`config.mk`:
```
export PLATFORM = sky130hd
export DESIGN_NAME = reorder_window_receiver_top
export DESIGN_NICKNAME = d
export VERILOG_FILES = /design/src/rtl/rwr_pkg.sv /design/src/rtl/rwr_slot_mem.sv /design/src/rtl/rwr_out_reg.sv /design/src/rtl/rwr_ctrl.sv /design/src/rtl/reorder_window_receiver_top.sv
export SDC_FILE = /design/constraint.sdc
export NUM_CORES = 1
export LEC_CHECK = 0
export ABC_AREA = 1
export CAP_MARGIN = 20
export CORE_UTILIZATION = 45
export DETAILED_ROUTE_END_ITERATION = 10
export DONT_BUFFER_PORTS = 1
export PLACE_DENSITY_LB_ADDON = 0.1
export REMOVE_ABC_BUFFERS = 1
export SYNTH_ARGS = -nofsm -noshare
export SYNTH_HDL_FRONTEND = slang
export SYNTH_SLANG_ARGS = --single-unit
```
`constraint.sdc`:
```
create_clock -name clk -period 2.9 [get_ports clk]
set_input_delay 0.58 -clock clk [delete_from_list [all_inputs] [get_ports clk]]
set_output_delay 0.58 -clock clk [all_outputs]
set_load 0.01 [all_outputs]
```
`src/rtl/rwr_pkg.sv`:
```
// types and constants of the reorder window receiver
// no dependencies
package rwr_pkg;

  localparam int WINDOW       = 4;
  localparam int SEQ_BITS     = 3;
  localparam int SLOT_BITS    = 2;
  localparam int PAYLOAD_BITS = 32;

  localparam logic KIND_DATA = 1'b0;
  localparam logic KIND_ACK  = 1'b1;

  typedef struct packed {
    logic                    checksum_ok;
    logic [SEQ_BITS-1:0]     seq_num;
    logic [PAYLOAD_BITS-1:0] payload;
  } pkt_t;

  typedef struct packed {
    logic                    kind;
    logic [PAYLOAD_BITS-1:0] data_out;
    logic [SEQ_BITS-1:0]     ack_num;
    logic                    last;
  } res_t;

  typedef enum logic [1:0] {
    ST_IDLE,
    ST_READ,
    ST_SEND,
    ST_ACK
  } state_t;

  typedef struct packed {
    logic                    we;
    logic [SLOT_BITS-1:0]    waddr;
    logic [PAYLOAD_BITS-1:0] wdata;
    logic                    re;
    logic [SLOT_BITS-1:0]    raddr;
  } mem_req_t;

  typedef struct packed {
    logic load;
    res_t res;
  } out_req_t;

endpackage

```
`src/rtl/rwr_slot_mem.sv`:
```
// reorder slot payload memory, one write and one registered read port
// depends on rwr_pkg
module rwr_slot_mem (
  input  logic                             clk,
  input  rwr_pkg::mem_req_t                req,
  output logic [rwr_pkg::PAYLOAD_BITS-1:0] rd_data
);

  logic [rwr_pkg::PAYLOAD_BITS-1:0] mem [rwr_pkg::WINDOW];

  always_ff @(posedge clk) begin
    if (req.we) begin
      mem[req.waddr] <= req.wdata;
    end
  end

  always_ff @(posedge clk) begin
    if (req.re) begin
      rd_data <= mem[req.raddr];
    end
  end

endmodule

```
`src/rtl/rwr_out_reg.sv`:
```
// output register holding one result transaction until taken
// depends on rwr_pkg
module rwr_out_reg (
  input  logic              clk,
  input  logic              rst,
  input  rwr_pkg::out_req_t req,
  output logic              free,
  output logic              res_valid,
  input  logic              res_ready,
  output rwr_pkg::res_t     res
);

  assign free = !res_valid || res_ready;

  always_ff @(posedge clk) begin
    if (rst) begin
      res_valid <= 1'b0;
    end else if (req.load) begin
      res_valid <= 1'b1;
    end else if (res_ready) begin
      res_valid <= 1'b0;
    end
  end

  always_ff @(posedge clk) begin
    if (req.load) begin
      res <= req.res;
    end
  end

endmodule

```
`src/rtl/rwr_ctrl.sv`:
```
// receive control: window check, present flags, base, drain sequencer
// depends on rwr_pkg
module rwr_ctrl (
  input  logic                             clk,
  input  logic                             rst,
  input  logic                             pkt_valid,
  output logic                             pkt_ready,
  input  rwr_pkg::pkt_t                    pkt,
  output rwr_pkg::mem_req_t                mem_req,
  input  logic [rwr_pkg::PAYLOAD_BITS-1:0] rd_data,
  input  logic                             out_free,
  output rwr_pkg::out_req_t                out_req
);

  rwr_pkg::state_t                state, state_next;
  logic [rwr_pkg::WINDOW-1:0]     present;
  logic [rwr_pkg::SEQ_BITS-1:0]   base;
  logic [rwr_pkg::SEQ_BITS-1:0]   last_ack;

  logic                           accept;
  logic [rwr_pkg::SEQ_BITS-1:0]   offset;
  logic                           store;
  logic                           in_order;
  logic [rwr_pkg::SLOT_BITS-1:0]  slot;
  logic [rwr_pkg::SLOT_BITS-1:0]  base_slot;
  logic                           can_issue;
  logic                           issue;
  logic                           finish;

  assign slot      = pkt.seq_num[rwr_pkg::SLOT_BITS-1:0];
  assign base_slot = base[rwr_pkg::SLOT_BITS-1:0];
  assign offset    = pkt.seq_num - base;

  // outputs and strobes
  always_comb begin
    pkt_ready = (state == rwr_pkg::ST_IDLE);
    accept    = pkt_valid && pkt_ready;
    store     = accept && pkt.checksum_ok &&
                (offset < rwr_pkg::SEQ_BITS'(rwr_pkg::WINDOW));
    in_order  = store && (pkt.seq_num == base);

    can_issue = (state == rwr_pkg::ST_READ) ||
                ((state == rwr_pkg::ST_SEND) && out_free);
    issue     = can_issue && present[base_slot];
    finish    = can_issue && !present[base_slot];

    mem_req.we    = store;
    mem_req.waddr = slot;
    mem_req.wdata = pkt.payload;
    mem_req.re    = issue;
    mem_req.raddr = base_slot;

    out_req.load = out_free &&
                   ((state == rwr_pkg::ST_SEND) || (state == rwr_pkg::ST_ACK));
    if (state == rwr_pkg::ST_SEND) begin
      out_req.res.kind     = rwr_pkg::KIND_DATA;
      out_req.res.data_out = rd_data;
      out_req.res.ack_num  = '0;
      out_req.res.last     = 1'b0;
    end else begin
      out_req.res.kind     = rwr_pkg::KIND_ACK;
      out_req.res.data_out = '0;
      out_req.res.ack_num  = last_ack;
      out_req.res.last     = 1'b1;
    end
  end

  // next state
  always_comb begin
    state_next = state;
    unique case (state)
      rwr_pkg::ST_IDLE: begin
        if (accept) begin
          state_next = in_order ? rwr_pkg::ST_READ : rwr_pkg::ST_ACK;
        end
      end
      rwr_pkg::ST_READ: begin
        state_next = present[base_slot] ? rwr_pkg::ST_SEND : rwr_pkg::ST_ACK;
      end
      rwr_pkg::ST_SEND: begin
        if (out_free) begin
          state_next = present[base_slot] ? rwr_pkg::ST_SEND : rwr_pkg::ST_ACK;
        end
      end
      rwr_pkg::ST_ACK: begin
        if (out_free) begin
          state_next = rwr_pkg::ST_IDLE;
        end
      end
      default: state_next = rwr_pkg::ST_IDLE;
    endcase
  end

  always_ff @(posedge clk) begin
    if (rst) begin
      state    <= rwr_pkg::ST_IDLE;
      present  <= '0;
      base     <= '0;
      last_ack <= '0;
    end else begin
      state <= state_next;
      if (store) begin
        present[slot] <= 1'b1;
      end
      if (issue) begin
        present[base_slot] <= 1'b0;
        base               <= base + 1'b1;
      end
      if (finish) begin
        last_ack <= base;
      end
    end
  end

endmodule

```
`src/rtl/reorder_window_receiver_top.sv`:
```
// top level of the reorder window receiver
// depends on rwr_pkg, rwr_ctrl, rwr_slot_mem, rwr_out_reg
//
// Selective-repeat receiver with cumulative acknowledgement over a window
// of four slots and sequence numbers modulo eight. Each packet transaction
// yields zero to four in-order payload deliveries followed by one
// acknowledgement marked last. A packet that is corrupt, out of window or
// out of order passes through accept and acknowledgement; an in-order
// packet passes through accept, first read, one delivery per cycle while
// the result side does not stall, and acknowledgement, paced by the single
// read port of the slot memory. The next packet is accepted while the
// acknowledgement still waits in the output register.
module reorder_window_receiver_top (
  input  logic          clk,
  input  logic          rst,
  input  logic          pkt_valid,
  output logic          pkt_ready,
  input  rwr_pkg::pkt_t pkt,
  output logic          res_valid,
  input  logic          res_ready,
  output rwr_pkg::res_t res
);

  // controller to memory and output register
  rwr_pkg::mem_req_t                mem_req;
  rwr_pkg::out_req_t                out_req;
  logic [rwr_pkg::PAYLOAD_BITS-1:0] rd_data;
  logic                             out_free;

  // sequencer: window check, present flags, base and ack tracking
  rwr_ctrl u_ctrl (
    .clk       (clk),
    .rst       (rst),
    .pkt_valid (pkt_valid),
    .pkt_ready (pkt_ready),
    .pkt       (pkt),
    .mem_req   (mem_req),
    .rd_data   (rd_data),
    .out_free  (out_free),
    .out_req   (out_req)
  );

  // payload store, read data lands in the cycle after the read is issued
  rwr_slot_mem u_mem (
    .clk     (clk),
    .req     (mem_req),
    .rd_data (rd_data)
  );

  // result transaction register, decouples the two handshakes
  rwr_out_reg u_out (
    .clk       (clk),
    .rst       (rst),
    .req       (out_req),
    .free      (out_free),
    .res_valid (res_valid),
    .res_ready (res_ready),
    .res       (res)
  );

endmodule

```
==> summary.txt <==
Yosys
  – Syn Area/Cell: 13.6 µm²
  – Most common library cells after synthesis: edfxtp_1, nor2_1, o21ai_0
  – Yosys reg bits: 209
  – Top-count cell post-synth: edfxtp_1
  – Yosys Warn Count: 0
  – Post-Syn Area: 8040 µm²
  – Area leader, netlist: edfxtp_1
  – Synth cell types: 29
  – Syn Inst Count: 591
  – Share of the synthesized area in the top cell type: 73.2%
  – Synth Flop Type: edfxtp_1
  – Synth area leaders: edfxtp_1, nor2_1, o21ai_0
  – Post-synth EDFFs: 196
  – Ys async rst share: 0%
  – Sequential element share of the synthesized area: 76.4%

Power
  – Worst VDD drop: 0.514 mV
  – Power density over the cells: 835 nW/µm²
  – Leak: 3.29 nW
  – Tot Pwr: 7.47 mW

STA
  – Fmax: 449 MHz
  – Fin. max-slew vios: 0
  – Fin Hold WS: 0.137 ns
  – Slew Limit Headroom: 62.2%
  – Clk_skew: 0.0108 ns
  – Minimum clock period: 2.22 ns
  – Worst-Margin Slew: 0.566 ns
  – Final Hold Vio Count: 0
  – # setup viols final: 0
  – Fin crit share: 76.7%
  – RSZ-0062 raised after global routing: false

Placed design
  – # port buffers: 0
  – DP HPWL: 8760 µm
  – Gpl congestion: 0.809
  – Placed insts: 801
  – Cell Area, Placed: 8290 µm²

Clock tree
  – Post-CTS setup buffers: 0
  – Skew-Pair Late Insertion Delay: 0.50 ns
  – CTS tree: done
  – CTS Sinks: 209
  – CTS clock-pin slew for the worst setup and hold paths: 0.06 ns
  – Clock buffer count from CTS: 22
  – Post-CTS Hold Fix Bufs: 0
  – CTS root buffer: clkbuf_16
  – H-tree levels: 1
  – CTS max path bufs: 3
  – Cells resized by post-CTS repair: 0

Finish
  – ANT cells: 0
  – Non-filler instance count after layout: 840
  – Layout cells sized above 1: 10.6%
  – Nets: 651
  – Final instance area: 8950 µm²
  – Synth-to-layout area growth: 11.2%

Routing
  – Vias per cell: 5.08
  – # DRC: 0
  – Via Count: 4269
  – Iter 0 DRT Violations: 205
  – DRT antenna net count: 0
  – Final wirelength: 14900 µm
  – DR WL/cell: 17.8 µm
  – First drt pass iteration count: 4

Floorplanning
  – Boundary pin count: 79
  – Rows: 48
  – Die height: 136 µm
  – Die X: 136 µm
  – CORE AREA: 17400 µm²
  – DIE AREA: 18400 µm²
  – Initial cell density of the core: 46.3%

Job
  – Max-cap violations: 0

GRT
  – Global-route usage over all layers: 16.8%
  – Grt ovf: 0
  – First-pass GRT wire length: 23300 µm
  – Largest net degree at the start of global routing: 45
  – Initial antenna violation count: 0
  – Vias in the first global route: 4256

Setup path
  – Worst reg2reg startpoint: u_ctrl.state[0]$_SDFFE_PP0P_
  – CP required: 3.11 ns
  – Kind of critical path: reg2reg
  – Critical Path Start: u_ctrl.state[0]$_SDFFE_PP0P_
  – Setup crit start kind: flop
  – WP data arrival: 2.43 ns
  – Max FO, Critical Path: 17
  – Endpoint class of the critical path: flop

Outcome
  – Status: finished clean

Worst hold path
  – Hold Crit Class: in2reg
  – Worst hold start: rst
-- path summary, 6_finish.rpt --
path                                  end  slack (ns)  cells after the start
max            u_mem.mem[3][16]$_DFFE_PP_        0.68                      7
min reg2reg  u_ctrl.present[3]$_SDFF_PP0_        0.48                      2
max reg2reg    u_mem.mem[3][16]$_DFFE_PP_        0.68                      7
min           u_ctrl.base[0]$_SDFFE_PP0P_        0.14                      1
-- per-layer routing --
layer / global-route usage (%) / vias up / wire length [µm]
met1: 22.0 / 2023 / 6360
met3: 4.49 / 32 / 1020
met5: 0 / - / 0
met2: 27.6 / 114 / 7180
li1: - / 2100 / -
met4: 4.49 / 0 / 349
-- state kept, by name, summed over array words and instances, names as in the netlist --
name,cells
u_mem.mem,128
u_out.res,36
u_mem.rd_data,32
u_ctrl.present,4
u_ctrl.base,3
u_ctrl.last_ack,3
u_ctrl.state,2
u_out.res_valid,1
-- placed cells by master (no fill, tap or decap), types with 2 or more instances in the layout --
master and n:
a21oi_1 11, inv_2 4, clkinv_1 9, nand2_2 6, nand3_2 2, nor2_4 3, ha_1 10, clkinv_2 4
clkbuf_16 22, dfxtp_2 2, clkbuf_1 2, o21ai_1 8, inv_1 53, buf_4 9, nand3_1 6, nand2_1 60
edfxtp_1 196, dfxtp_1 11, nor2_1 82, o21ai_0 62, buf_12 3, o22ai_1 32, nand4_1 5
-- where the power goes --
part	switching [mW]	total (mW)	internal, mW
logic	0.616	0.887	0.271
registers	0.243	4.01	3.76
clock network	1.10	2.57	1.47
-- cell type report --
| cell class | instances | area, µm² |
|---|---|---|
| clock buffers | 24 | 558 |
| clock inverters | 15 | 103 |
| fillers | 1456 | 8410 |
| inverters | 60 | 234 |
| multi-input cells | 295 | 1500 |
| flip-flops and latches | 209 | 6150 |
| well taps | 225 | 282 |
| repair buffers | 12 | 128 |
-- per-stage QoR --
step | setup WS, ns | utilization [%] | TNS [ns]
after global placement | 0.665 | 47.8 | 0
after CTS | 0.656 | 51.6 | 0
after detailed placement | 0.635 | 47.8 | 0
after floorplan | -0.354 | - | -42.19
after global routing | 0.496 | 51.6 | 0
final | 0.675 | 51.6 | 0
-- critical path, stage by stage (launching register included) --
cell and delay (ns):
dfxtp_1 0.34, inv_1 0.11, ha_1 0.23, inv_1 0.07, nor2_1 0.33, nand4_1 0.20, inv_2 0.41, buf_12 0.22
-- kinds of logic after synthesis --
| kind of cell | after synthesis | share of synthesized area, % |
|---|---|---|
| AO/OA/AOI/OAI | 115 | 7.86 |
| XOR/XNOR | 1 | 0.109 |
| adder cells (fa/ha/maj) | 11 | 1.71 |
| buffers and inverters | 87 | 5.12 |
| flip-flops | 209 | 76.4 |
| AND/OR/NAND/NOR | 168 | 8.80 |
(Power assumes the default switching activity.)
